File: src/sv/mgo_pkg.sv
// shared types and constants for the glyph outline overlay
`timescale 1ns / 1ps

package mgo_pkg;

    localparam int DIM_W    = 13;
    localparam int ADDR_W   = 24;
    localparam int COLOUR_W = 24;

    // bit positions in the per-pixel write mask, in emission order
    localparam int WR_LEFT   = 0;
    localparam int WR_TOP    = 1;
    localparam int WR_BOTTOM = 2;
    localparam int WR_SELF   = 3;
    localparam int WR_KINDS  = 4;

    typedef enum logic [2:0] {
        REG_FRAME_WIDTH    = 3'd0,
        REG_FRAME_HEIGHT   = 3'd1,
        REG_CHROMA_WIDTH   = 3'd2,
        REG_CHROMA_SHIFT_H = 3'd3,
        REG_CHROMA_SHIFT_V = 3'd4,
        REG_FORE_COLOUR    = 3'd5,
        REG_BACK_COLOUR    = 3'd6,
        REG_OUTLINE_ENABLE = 3'd7
    } t_reg_idx;

    typedef struct packed {
        logic [DIM_W-1:0]    frame_width;
        logic [DIM_W-1:0]    frame_height;
        logic [DIM_W-1:0]    chroma_width;
        logic                chroma_shift_h;
        logic                chroma_shift_v;
        logic [COLOUR_W-1:0] fore_colour;
        logic [COLOUR_W-1:0] back_colour;
        logic                outline_enable;
    } t_cfg;

    // one frame-buffer write before address arithmetic
    typedef struct packed {
        logic                valid;
        logic [DIM_W-1:0]    col;
        logic [DIM_W-1:0]    line;
        logic [COLOUR_W-1:0] colour;
        logic                last;
    } t_wr_req;

endpackage

File: src/sv/mgo_regs.sv
// configuration register bank behind the apb port
`timescale 1ns / 1ps

module mgo_regs (
    input  logic              i_clk,
    input  logic              i_rst_n,
    input  logic              psel,
    input  logic              penable,
    input  logic              pwrite,
    input  logic [4:0]        paddr,
    input  logic [31:0]       pwdata,
    output logic [31:0]       prdata,
    output logic              pready,
    output mgo_pkg::t_cfg     o_cfg
);

    mgo_pkg::t_cfg    r_cfg;
    mgo_pkg::t_reg_idx w_idx;
    logic             w_wr;

    assign w_idx  = mgo_pkg::t_reg_idx'(paddr[4:2]);
    assign w_wr   = psel && penable && pwrite;
    assign pready = 1'b1;
    assign o_cfg  = r_cfg;

    always_ff @(posedge i_clk) begin
        if (!i_rst_n) begin
            r_cfg.frame_width    <= 13'd720;
            r_cfg.frame_height   <= 13'd576;
            r_cfg.chroma_width   <= 13'd360;
            r_cfg.chroma_shift_h <= 1'b1;
            r_cfg.chroma_shift_v <= 1'b0;
            r_cfg.fore_colour    <= 24'hFF8080;
            r_cfg.back_colour    <= 24'h108080;
            r_cfg.outline_enable <= 1'b0;
        end else if (w_wr) begin
            case (w_idx)
                mgo_pkg::REG_FRAME_WIDTH:    r_cfg.frame_width    <= pwdata[12:0];
                mgo_pkg::REG_FRAME_HEIGHT:   r_cfg.frame_height   <= pwdata[12:0];
                mgo_pkg::REG_CHROMA_WIDTH:   r_cfg.chroma_width   <= pwdata[12:0];
                mgo_pkg::REG_CHROMA_SHIFT_H: r_cfg.chroma_shift_h <= pwdata[0];
                mgo_pkg::REG_CHROMA_SHIFT_V: r_cfg.chroma_shift_v <= pwdata[0];
                mgo_pkg::REG_FORE_COLOUR:    r_cfg.fore_colour    <= pwdata[23:0];
                mgo_pkg::REG_BACK_COLOUR:    r_cfg.back_colour    <= pwdata[23:0];
                mgo_pkg::REG_OUTLINE_ENABLE: r_cfg.outline_enable <= pwdata[0];
                default: ;
            endcase
        end
    end

    always_comb begin
        case (w_idx)
            mgo_pkg::REG_FRAME_WIDTH:    prdata = {19'd0, r_cfg.frame_width};
            mgo_pkg::REG_FRAME_HEIGHT:   prdata = {19'd0, r_cfg.frame_height};
            mgo_pkg::REG_CHROMA_WIDTH:   prdata = {19'd0, r_cfg.chroma_width};
            mgo_pkg::REG_CHROMA_SHIFT_H: prdata = {31'd0, r_cfg.chroma_shift_h};
            mgo_pkg::REG_CHROMA_SHIFT_V: prdata = {31'd0, r_cfg.chroma_shift_v};
            mgo_pkg::REG_FORE_COLOUR:    prdata = {8'd0, r_cfg.fore_colour};
            mgo_pkg::REG_BACK_COLOUR:    prdata = {8'd0, r_cfg.back_colour};
            mgo_pkg::REG_OUTLINE_ENABLE: prdata = {31'd0, r_cfg.outline_enable};
            default:                     prdata = 32'd0;
        endcase
    end

endmodule

File: src/sv/mgo_decode.sv
// pixel decode, run tracker and per-pixel write list
`timescale 1ns / 1ps

module mgo_decode (
    input  logic                i_clk,
    input  logic                i_rst_n,
    input  mgo_pkg::t_cfg       i_cfg,
    input  logic                i_valid,
    output logic                o_ready,
    input  logic [11:0]         i_origin_x,
    input  logic [11:0]         i_origin_y,
    input  logic [7:0]          i_glyph_row,
    input  logic [7:0]          i_glyph_col,
    input  logic                i_pixel_on,
    input  logic                i_above_on,
    input  logic                i_below_on,
    input  logic                i_has_below,
    input  logic                i_row_begin,
    input  logic                i_wr_ready,
    output mgo_pkg::t_wr_req    o_wr
);

    localparam int KW = mgo_pkg::WR_KINDS;
    localparam int DW = mgo_pkg::DIM_W;

    logic          r_inside_run;
    logic          n_inside_run;
    logic [KW-1:0] r_mask;
    logic [KW-1:0] n_mask;
    logic [DW-1:0] r_col;
    logic [DW-1:0] r_line;
    logic          r_self_back;

    logic          w_accept;
    logic [DW-1:0] w_col;
    logic [DW-1:0] w_line;
    logic          w_clipped;
    logic          w_run;
    logic          w_start;
    logic          w_stop;
    logic          w_run_after;
    logic          w_below_in;
    logic [KW-1:0] w_dec_mask;
    logic [KW-1:0] w_rest;
    logic          w_done;

    assign w_col  = DW'({1'b0, i_origin_x}) + DW'({5'd0, i_glyph_col});
    assign w_line = DW'({1'b0, i_origin_y}) + DW'({5'd0, i_glyph_row});
    assign w_clipped = (w_col >= i_cfg.frame_width) || (w_line >= i_cfg.frame_height);
    // row start clears the tracker even for clipped pixels
    assign w_run   = i_row_begin ? 1'b0 : r_inside_run;
    assign w_start = i_cfg.outline_enable && !w_run && i_pixel_on;
    assign w_stop  = i_cfg.outline_enable && w_run && !i_pixel_on;
    assign w_run_after = w_start ? 1'b1 : (w_stop ? 1'b0 : w_run);
    assign w_below_in  = ({1'b0, w_line} + 14'd1) < {1'b0, i_cfg.frame_height};

    always_comb begin
        w_dec_mask = '0;
        if (!w_clipped) begin
            w_dec_mask[mgo_pkg::WR_LEFT]   = w_start && (i_glyph_col != 8'd0);
            w_dec_mask[mgo_pkg::WR_TOP]    = i_cfg.outline_enable && w_run_after &&
                                             (i_glyph_row != 8'd0) && !i_above_on;
            w_dec_mask[mgo_pkg::WR_BOTTOM] = i_cfg.outline_enable && w_run_after &&
                                             i_has_below && !i_below_on && w_below_in;
            w_dec_mask[mgo_pkg::WR_SELF]   = i_pixel_on || w_stop;
        end
    end

    assign w_accept     = i_valid && o_ready;
    assign n_inside_run = w_clipped ? w_run : w_run_after;

    // clear lowest pending write
    assign w_rest  = r_mask & (r_mask - KW'(1));
    assign w_done  = (r_mask != '0) && i_wr_ready;
    assign o_ready = (r_mask == '0) || (w_done && (w_rest == '0));

    always_comb begin
        if (w_accept) begin
            n_mask = w_dec_mask;
        end else if (w_done) begin
            n_mask = w_rest;
        end else begin
            n_mask = r_mask;
        end
    end

    always_ff @(posedge i_clk) begin
        if (!i_rst_n) begin
            r_inside_run <= 1'b0;
            r_mask       <= '0;
        end else begin
            r_mask <= n_mask;
            if (w_accept) begin
                r_inside_run <= n_inside_run;
            end
        end
    end

    always_ff @(posedge i_clk) begin
        if (w_accept) begin
            r_col       <= w_col;
            r_line      <= w_line;
            r_self_back <= w_stop;
        end
    end

    always_comb begin
        o_wr.valid  = (r_mask != '0);
        o_wr.last   = (w_rest == '0);
        o_wr.col    = r_col;
        o_wr.line   = r_line;
        o_wr.colour = i_cfg.back_colour;
        if (r_mask[mgo_pkg::WR_LEFT]) begin
            o_wr.col = r_col - DW'(1);
        end else if (r_mask[mgo_pkg::WR_TOP]) begin
            o_wr.line = r_line - DW'(1);
        end else if (r_mask[mgo_pkg::WR_BOTTOM]) begin
            o_wr.line = r_line + DW'(1);
        end else if (!r_self_back) begin
            o_wr.colour = i_cfg.fore_colour;
        end
    end

endmodule

File: src/sv/mgo_emit.sv
// address arithmetic and output register of the write stream
`timescale 1ns / 1ps

module mgo_emit (
    input  logic                i_clk,
    input  logic                i_rst_n,
    input  mgo_pkg::t_cfg       i_cfg,
    input  mgo_pkg::t_wr_req    i_wr,
    output logic                o_wr_ready,
    output logic                o_valid,
    input  logic                i_ready,
    output logic [71:0]         o_data,
    output logic                o_last
);

    localparam int DW = mgo_pkg::DIM_W;
    localparam int AW = mgo_pkg::ADDR_W;

    logic              r_valid;
    logic [AW-1:0]     r_luma;
    logic [AW-1:0]     r_chroma;
    logic [23:0]       r_colour;
    logic              r_last;

    logic [2*DW-1:0]   w_luma_prod;
    logic [2*DW-1:0]   w_chroma_prod;
    logic [DW-1:0]     w_ccol;
    logic [DW-1:0]     w_cline;
    logic [AW-1:0]     w_luma;
    logic [AW-1:0]     w_chroma;

    assign w_ccol        = i_wr.col >> i_cfg.chroma_shift_h;
    assign w_cline       = i_wr.line >> i_cfg.chroma_shift_v;
    assign w_luma_prod   = {{DW{1'b0}}, i_wr.line} * {{DW{1'b0}}, i_cfg.frame_width};
    assign w_chroma_prod = {{DW{1'b0}}, w_cline} * {{DW{1'b0}}, i_cfg.chroma_width};
    assign w_luma   = w_luma_prod[AW-1:0] + AW'(i_wr.col);
    assign w_chroma = w_chroma_prod[AW-1:0] + AW'(w_ccol);

    assign o_wr_ready = !r_valid || i_ready;

    always_ff @(posedge i_clk) begin
        if (!i_rst_n) begin
            r_valid <= 1'b0;
        end else if (o_wr_ready) begin
            r_valid <= i_wr.valid;
        end
    end

    always_ff @(posedge i_clk) begin
        if (o_wr_ready && i_wr.valid) begin
            r_luma   <= w_luma;
            r_chroma <= w_chroma;
            r_colour <= i_wr.colour;
            r_last   <= i_wr.last;
        end
    end

    assign o_valid = r_valid;
    assign o_data  = {r_colour[7:0], r_colour[15:8], r_colour[23:16], r_chroma, r_luma};
    assign o_last  = r_last;

endmodule

File: src/sv/mono_glyph_outline_overlay.sv
// top level of the monochrome glyph overlay with outline
`timescale 1ns / 1ps

// channel        dir  handshake                 payload
// s_axis pixels  in   tvalid / tready           tdata (48 bits)
// m_axis writes  out  tvalid / tready           tdata (72 bits), tlast
// apb config     in   psel, penable, pready     paddr, pwdata, prdata
//
// frame-buffer writes go out one per cycle while the output does not stall, one to four per pixel;
// a pixel that causes none does not hold the input; the single output write port sets this.
// the next pixel is taken in the cycle its predecessor's last write leaves.
// synchronous active-low reset clears the run flag and both valid paths.
// output stalls hold the write register and then the pixel register.

module mono_glyph_outline_overlay (
    input  logic        i_clk,
    input  logic        i_rst_n,
    // origin_x, origin_y, glyph_row, glyph_col, pixel_on, above_on,
    // below_on, has_below, row_begin, zero pad
    input  logic [47:0] s_axis_tdata,
    input  logic        s_axis_tvalid,
    output logic        s_axis_tready,
    // luma_addr, chroma_addr, y_value, u_value, v_value
    output logic [71:0] m_axis_tdata,
    output logic        m_axis_tvalid,
    input  logic        m_axis_tready,
    output logic        m_axis_tlast,
    input  logic        psel,
    input  logic        penable,
    input  logic        pwrite,
    input  logic [4:0]  paddr,
    input  logic [31:0] pwdata,
    output logic [31:0] prdata,
    output logic        pready
);

    mgo_pkg::t_cfg    w_cfg;
    mgo_pkg::t_wr_req w_wr;
    logic             w_wr_ready;

    mgo_regs u_regs (
        .i_clk   (i_clk),
        .i_rst_n (i_rst_n),
        .psel    (psel),
        .penable (penable),
        .pwrite  (pwrite),
        .paddr   (paddr),
        .pwdata  (pwdata),
        .prdata  (prdata),
        .pready  (pready),
        .o_cfg   (w_cfg)
    );

    mgo_decode u_decode (
        .i_clk       (i_clk),
        .i_rst_n     (i_rst_n),
        .i_cfg       (w_cfg),
        .i_valid     (s_axis_tvalid),
        .o_ready     (s_axis_tready),
        .i_origin_x  (s_axis_tdata[11:0]),
        .i_origin_y  (s_axis_tdata[23:12]),
        .i_glyph_row (s_axis_tdata[31:24]),
        .i_glyph_col (s_axis_tdata[39:32]),
        .i_pixel_on  (s_axis_tdata[40]),
        .i_above_on  (s_axis_tdata[41]),
        .i_below_on  (s_axis_tdata[42]),
        .i_has_below (s_axis_tdata[43]),
        .i_row_begin (s_axis_tdata[44]),
        .i_wr_ready  (w_wr_ready),
        .o_wr        (w_wr)
    );

    mgo_emit u_emit (
        .i_clk      (i_clk),
        .i_rst_n    (i_rst_n),
        .i_cfg      (w_cfg),
        .i_wr       (w_wr),
        .o_wr_ready (w_wr_ready),
        .o_valid    (m_axis_tvalid),
        .i_ready    (m_axis_tready),
        .o_data     (m_axis_tdata),
        .o_last     (m_axis_tlast)
    );

endmodule

File: config.mk
export PLATFORM = sky130hd
export DESIGN_NAME = mono_glyph_outline_overlay
export DESIGN_NICKNAME = d
export VERILOG_FILES = /design/src/sv/mgo_pkg.sv /design/src/sv/mgo_regs.sv /design/src/sv/mgo_decode.sv /design/src/sv/mgo_emit.sv /design/src/sv/mono_glyph_outline_overlay.sv
export SDC_FILE = /design/constraint.sdc
export NUM_CORES = 1
export LEC_CHECK = 0
export ABC_AREA = 1
export ABC_CLOCK_PERIOD_IN_PS = 7720
export BUFFER_PORTS_ARGS = -buffer_cell sky130_fd_sc_hd__buf_2
export CORE_UTILIZATION = 64
export CTS_BUF_LIST = sky130_fd_sc_hd__clkbuf_8
export DETAILED_ROUTE_END_ITERATION = 16
export MAX_ROUTING_LAYER = met4
export PLACE_DENSITY = 0.88
export SYNTH_ARGS = -nofsm -noshare
export SYNTH_HDL_FRONTEND = slang
export SYNTH_HIERARCHICAL = 1
export SYNTH_SLANG_ARGS = --single-unit
File: constraint.sdc
create_clock -name i_clk -period 7.72 [get_ports i_clk]
set_input_delay 2.316 -clock i_clk [delete_from_list [all_inputs] [get_ports i_clk]]
set_output_delay 2.316 -clock i_clk [all_outputs]
set_load 0.05 [all_outputs]
==> results of run 1 <==
-- through the flow --
stage          instances  hold WS, ns
3_5_place_dp        3676        0.480
2_1_floorplan       3099        0.449
5_1_grt             3713        0.525
4_1_cts             3708        0.498
6_report            3713        0.496
3_3_place_gp        3676        0.462
-- worst max-delay path, stage by stage, from the launching register on --
cell and delay [ns]:
dfxtp_1 0.76, inv_1 0.32, o21ai_0 0.15, a21oi_1 0.08, nand2_1 0.09, xor2_1 0.45
or2_2 0.23, o21ai_4 0.12, inv_4 0.13, nand2_1 0.07, fa_1 0.52, inv_1 0.05
fa_1 0.51, inv_1 0.06, fa_1 0.52, inv_1 0.05, fa_1 0.45, fa_1 0.51
inv_1 0.06, fa_1 0.47, inv_1 0.04, ha_1 0.38, nand2_1 0.15, nor3_1 0.33
nand4_1 0.18, nand4_1 0.13, nand2_1 0.07
-- cells in the mapped netlist, drive strengths merged --
library cell    n  area share (%)
nand2         765              12
inv           638              10
nor2          351             6.0
fa            260              22
ha            217              11
nand3         127             3.0
o21ai         124             2.9
edfxtp        100              13
dfxtp          96             8.0
a21oi          82             1.8
nand4          54             1.4
xor2           48             1.8
clkbuf         47            0.74
buf            45             1.5
mux2           25             1.5
nor3           21            0.50
xnor2          18            0.66
or2            14            0.38
a22o           11            0.40
nand3b          7            0.23
o21bai          6            0.23
o211ai          5            0.18
a21o            3           0.094
o31ai           3           0.094
a21boi          2           0.063
a31oi           2           0.052
and3            2           0.052
clkinv          2           0.052
conb            2           0.031
nand2b          2           0.052
nor3b           2           0.063
nor4            2           0.052
o21a            2           0.063
o22ai           2           0.052
o41ai           2           0.073
a221oi          1           0.037
and2            1           0.037
or3b            1           0.037
-- registers in the layout (all words and copies together), names as in the netlist --
| signal | flops |
|---|---|
| u_emit/o_last | 1 |
| u_regs/o_cfg | 90 |
| u_emit/r_colour | 24 |
| u_decode/r_col | 13 |
| u_decode/r_mask | 4 |
| u_decode/r_self_back | 1 |
| u_emit/o_valid | 1 |
| u_emit/r_luma | 24 |
| u_decode/r_inside_run | 1 |
| u_emit/r_chroma | 24 |
| u_decode/r_line | 13 |
-- how the worst max path moves through the flow --
stage,start,end,slack [ns],cells past startpoint
6_report,u_decode/r_mask[0],u_emit/r_chroma[18],0.56,26
5_1_grt,u_decode/r_mask[2],u_emit/r_chroma[23],0.07,28
4_1_cts,u_decode/r_mask[0],u_emit/r_chroma[18],0.60,26
3_5_place_dp,u_decode/r_mask[0],u_emit/r_chroma[18],0.64,26
3_3_place_gp,u_decode/r_mask[0],u_emit/r_chroma[23],0.70,30
2_1_floorplan,m_axis_tready,u_emit/o_last,1.32,2
-- per-layer routing --
metal,vias to the layer above,track usage [%],share of wire [%]
met4,0,16.9,5.0
met2,1042,58.3,47
met5,-,-,0
met3,195,6.91,9.1
met1,9775,42.8,39
li1,9781,-,-
-- cell type report --
class                           instances  area (µm²)  share of cell area, %
Multi-Input combinational cell       2171       16100                   63.1
Tap cell                              468         586                   2.29
Antenna cell                            5        12.5                 0.0489
Timing Repair Buffer                  201        1070                   4.17
Clock buffer                           18         248                  0.969
Clock inverter                         14         178                  0.695
Sequential cell                       196        4920                   19.3
Inverter                              640        2420                   9.48
-- cells by family after synthesis --
kind of cell	after synthesis
mux	25
fa+ha+maj	477
compound gates	245
xor+xnor	66
flops	196
buf+inv	732
simple gates	1349
other cells	2
==> metrics.txt, run 1 <==
Finished Core Util=69.7%; Placer Congestion=0.970; Worst-Margin Slew=0.922 ns; Clock Tree Root=clkbuf_8; post-DR wirelength/cell=17.2 µm; grt ovf=0; clk sink count=196; RSZ-0062 raised after global routing=no; reg2reg end=u_emit/r_chroma[18]; first-pass GRT wire length=104000 µm; Rel. slew slack=38.5%; ANT nets after route=0; initial core utilization=65.3%; total CTS buffers=17; most common cell after layout, fill and taps aside=nand2_1; max_cap viols=0; CP Launch Type=register; RR Startpoint=u_decode/r_mask[0]; H-tree Lvls=4; Synth cell types=65; CTS tree=yes; Peak Freq=0.140 GHz; area post-placement=25100 µm²; Cells after Synth=3092; die span in y=196 µm; critical path class=register to register; Vias/cell=5.60; Worst Hold Path EP=u_regs/o_cfg[45]; yosys warns=6; main combinational cell family by area after synthesis=adder cells; hold path depth=2; CP Capture Type=register; Final Critical Period=7.16 ns; average cell area after synthesis=7.76 µm²; Compound-Gate Fraction of Synth Area=5.98%; setup bufs post-CTS=0; mux share of post-synthesis cell area=1.49%; Final Max Slew Viols=0; R2R Setup Slk=0.56 ns; Layout area overhead=6.60%; # fillers=2961; initial antenna violation count=5; hpwl dp=51500 µm; Finished Cell Area=25600 µm²; final worst-path setup slack=0.561 ns; Seq/Total Area, Yosys=20.5%; final hold violation count=0; Hold Startpoint=u_regs/o_cfg[45]; 1st-iter DRT viols=1706; Die Area=38200 µm²; clk slew on worst S/H paths=0.12 ns; adder-cell share of the synthesized area=33.0%; IO Port Bufs=177; Tot GR Track Use=35.8%; clock latency on the worst-skew pair=0.52 ns; post-synthesis register bit count=196; Final #Nets=3796; core area=36700 µm²; Worst Hold Class=register to register; crit path DAT=7.41 ns; commonest non-fill, non-tap cells in the layout=742 x nand2_1, 612 x inv_1, 327 x nor2_1; Rows=70; number of global-route vias before repair=21200; status=completed; clk buf depth=2; Setup Skew=0.0251 ns; CP Max Fanout=10; xor/xnor share of the synthesized area=2.49%; post-place setup slack=0.641 ns; Hold Buf Count CTS=0; Residual DRC=0; setup_tns=0 ns; reg2reg path depth=26; via count=20800; Synth Area in Simple Gates=24.1%; I/O Pins=200; layout cell share with drive strength beyond 1=11.5%; Routed WL=64000 µm; Critical Path RT=7.98 ns; TritonRoute pass-1 iters=6; largest net degree at the start of global routing=96; CTS resizes=0; Final period util=92.7%; Post-Syn Area=24000 µm²; final-report setup violation count=0; Die W=196 µm
Power of run 1 is not shown: default switching activity piles up to over one toggle a cycle in this logic, so the estimate is an artifact.
==> run 2, diff against run 1 <==
- ABC_CLOCK_PERIOD_IN_PS: 7720 -> 5900
- CORE_UTILIZATION: 64 -> 45
- PLACE_DENSITY: 0.88 -> 0.68
- clock period: 7.72 -> 5.9 ns (I/O delays scaled with it)
==> metrics.txt, run 2 (same netlist as run 1, synthesis figures left out) <==
I/O Pins=200 (unchanged); critical path class=register to register (unchanged); hold path depth=2 (unchanged); failing checks=negative setup slack; Clock Tree Root=clkbuf_8 (unchanged); crit path DAT=6.71 ns (was 7.41 ns); top cell family by delay on the critical path=adder cells (unchanged); reg2reg end=u_emit/r_chroma[20] (was u_emit/r_chroma[18]); post-DR wirelength/cell=16.0 µm (was 17.2 µm); die span in y=233 µm (was 196 µm); CTS tree=yes (unchanged); Worst Hold Class=register to register (unchanged); layout cell share with drive strength beyond 1=25.1% (was 11.5%); IO Port Bufs=177 (unchanged); ANT nets after route=0 (unchanged); Slowest-stage cell, CP=fa_1 (was dfxtp_1); H-tree Lvls=4 (unchanged); initial core utilization=45.5% (was 65.3%); number of global-route vias before repair=20200 (was 21200); non-filler cells, final=4169 (was 3713); CP Launch Type=register (unchanged); Final period util=109% (was 92.7%); Worst-Margin Slew=1.10 ns (was 0.922 ns); hpwl dp=53300 µm (was 51500 µm); TritonRoute pass-1 iters=6 (unchanged); Hold Buf Count CTS=0 (unchanged); Peak Freq=0.156 GHz (was 0.140 GHz); initial antenna violation count=3 (was 5); final hold violation count=0 (unchanged); Final #Nets=4034 (was 3796); Vias/cell=5.03 (was 5.60); via count=21000 (was 20800); Rel. slew slack=26.5% (was 38.5%); RSZ-0062 raised after global routing=yes (was no); clk buf depth=2 (unchanged); Crit path largest cell delay=0.58 ns (was 0.76 ns); CP Max Fanout=5 (was 10); clk slew on worst S/H paths=0.11 ns (was 0.12 ns); Die Area=54200 µm² (was 38200 µm²); reg2reg path depth=24 (was 26); Hold Startpoint=u_regs/o_cfg[73] (was u_regs/o_cfg[45]); setup_tns=-10.97 ns (was 0 ns); Tot GR Track Use=25.5% (was 35.8%); grt ovf=0 (unchanged); CP bufs+invs=5 (was 7); CP Cell Sequence=buf_4, nand3_4, buf_4, a21oi_4, o21ai_1, xor2_1, inv_1, or2_2, o21ai_4, inv_4, nand2_1, fa_1, fa_1, fa_1, fa_1, fa_1, fa_1, inv_2, ha_4, nand3_2, nor2_2, nand4_1, nand4_1, nand2_1; max_cap viols=0 (unchanged); commonest non-fill, non-tap cells in the layout=677 x nand2_1, 563 x inv_1, 291 x nor2_1 (was 742 x nand2_1, 612 x inv_1, 327 x nor2_1); max reg flops=90 (unchanged); Finished Cell Area=29200 µm² (was 25600 µm²); most common cell after layout, fill and taps aside=nand2_1 (unchanged); clk sink count=196 (unchanged); largest net degree at the start of global routing=61 (was 96); total CTS buffers=17 (unchanged); 1st-iter DRT viols=1563 (was 1706); Rows=84 (was 70); Setup Skew=0.0205 ns (was 0.0251 ns); status=finished with violations (was completed); first-pass GRT wire length=104000 µm (about the same); R2R Setup Slk=-0.51 ns (was 0.56 ns); Worst Hold Path EP=u_regs/o_cfg[73] (was u_regs/o_cfg[45]); core area=52700 µm² (was 36700 µm²); Crit path top cell by count=fa_1; clock latency on the worst-skew pair=0.55 ns (was 0.52 ns); Finished Core Util=55.5% (was 69.7%); Inst Count DP=4088 (was 3676); Die W=233 µm (was 196 µm); Routed WL=66800 µm (was 64000 µm); Final Max Slew Viols=0 (unchanged); # fillers=4863 (was 2961); Final Critical Period=6.41 ns (was 7.16 ns); final-report setup violation count=34 (was 0); final worst-path setup slack=-0.512 ns (was 0.561 ns); area post-placement=27200 µm² (was 25100 µm²); Critical Path RT=6.20 ns (was 7.98 ns); RR Startpoint=u_decode/r_line[1] (was u_decode/r_mask[0]); Residual DRC=0 (unchanged); CP Capture Type=register (unchanged); Layout area overhead=21.8% (was 6.60%); Placer Congestion=0.969 (was 0.970)
==> run 2: changes by cell type in the layout (fill, tap and decap cells not counted), moves of 24 or more <==
cell,previous run,this run
buf_4,24,238
nand2_1,742,677
nand2_2,20,71
inv_1,612,563
inv_2,20,68
nor2_1,327,291
ha_1,217,185
ha_4,0,31
a21oi_1,80,56
==> run 2: per-layer routing <==
metal / GRT usage, % / share of wire (%) / vias up
li1: - / - / 10300
met1: 33.1 / 43 / 9894
met2: 40.8 / 47 / 710
met3: 3.58 / 6.4 / 104
met4: 8.86 / 3.3 / 0
met5: - / 0 / -
==> run 2: worst max-delay path by stage <==
stage | from | cells past startpoint | slack (ns) | end
after floorplan | u_decode/r_line[0] | 34 | -0.09 | u_emit/r_chroma[17]
after global placement | u_decode/r_line[1] | 34 | -0.42 | u_emit/r_chroma[17]
after detailed placement | u_decode/r_line[1] | 32 | -0.46 | u_emit/r_chroma[16]
after CTS | u_decode/r_line[1] | 30 | -0.33 | u_emit/r_luma[23]
after global routing | u_decode/r_line[1] | 28 | -0.72 | u_emit/r_chroma[20]
final | u_decode/r_line[1] | 24 | -0.51 | u_emit/r_chroma[20]
==> run 2: metrics by stage <==
stage / hold slack (ns) / setup WS, ns
2_1_floorplan: 0.449 / -0.0922
3_3_place_gp: 0.466 / -0.417
3_5_place_dp: 0.471 / -0.457
4_1_cts: 0.494 / -0.325
5_1_grt: 0.517 / -0.716
6_report: 0.494 / -0.512
==> run 2: area by class of cell <==
cell class	instances	area [µm²]	share of cell area (%)
antenna	3	7.51	0.0257
multi-input combinational	2171	17600	60.2
tap	688	861	2.95
clock buffer	17	234	0.801
inverter	640	2430	8.31
sequential	196	4930	16.9
clock inverter	15	164	0.561
timing repair buffer	439	3010	10.3
==> run 2: repair_timing <==
action                     4_1_cts  5_1_grt
setup endpoints to repair       35       36
setup buffers                   25       21
pin swaps                       75       85
resized for setup              135      187
==> run 2: worst reg2reg max path: stages, from the launching register on <==
cell and delay (ns):
edfxtp_1 0.45, buf_4 0.16, nand3_4 0.09, buf_4 0.15, a21oi_4 0.14, o21ai_1 0.10
xor2_1 0.26, inv_1 0.12, or2_2 0.33, o21ai_4 0.09, inv_4 0.07, nand2_1 0.08
fa_1 0.48, fa_1 0.55, fa_1 0.44, fa_1 0.58, fa_1 0.45, fa_1 0.53
inv_2 0.04, ha_4 0.32, nand3_2 0.17, nor2_2 0.18, nand4_1 0.18, nand4_1 0.14
nand2_1 0.08
Power of run 2 is left out for the same reason.
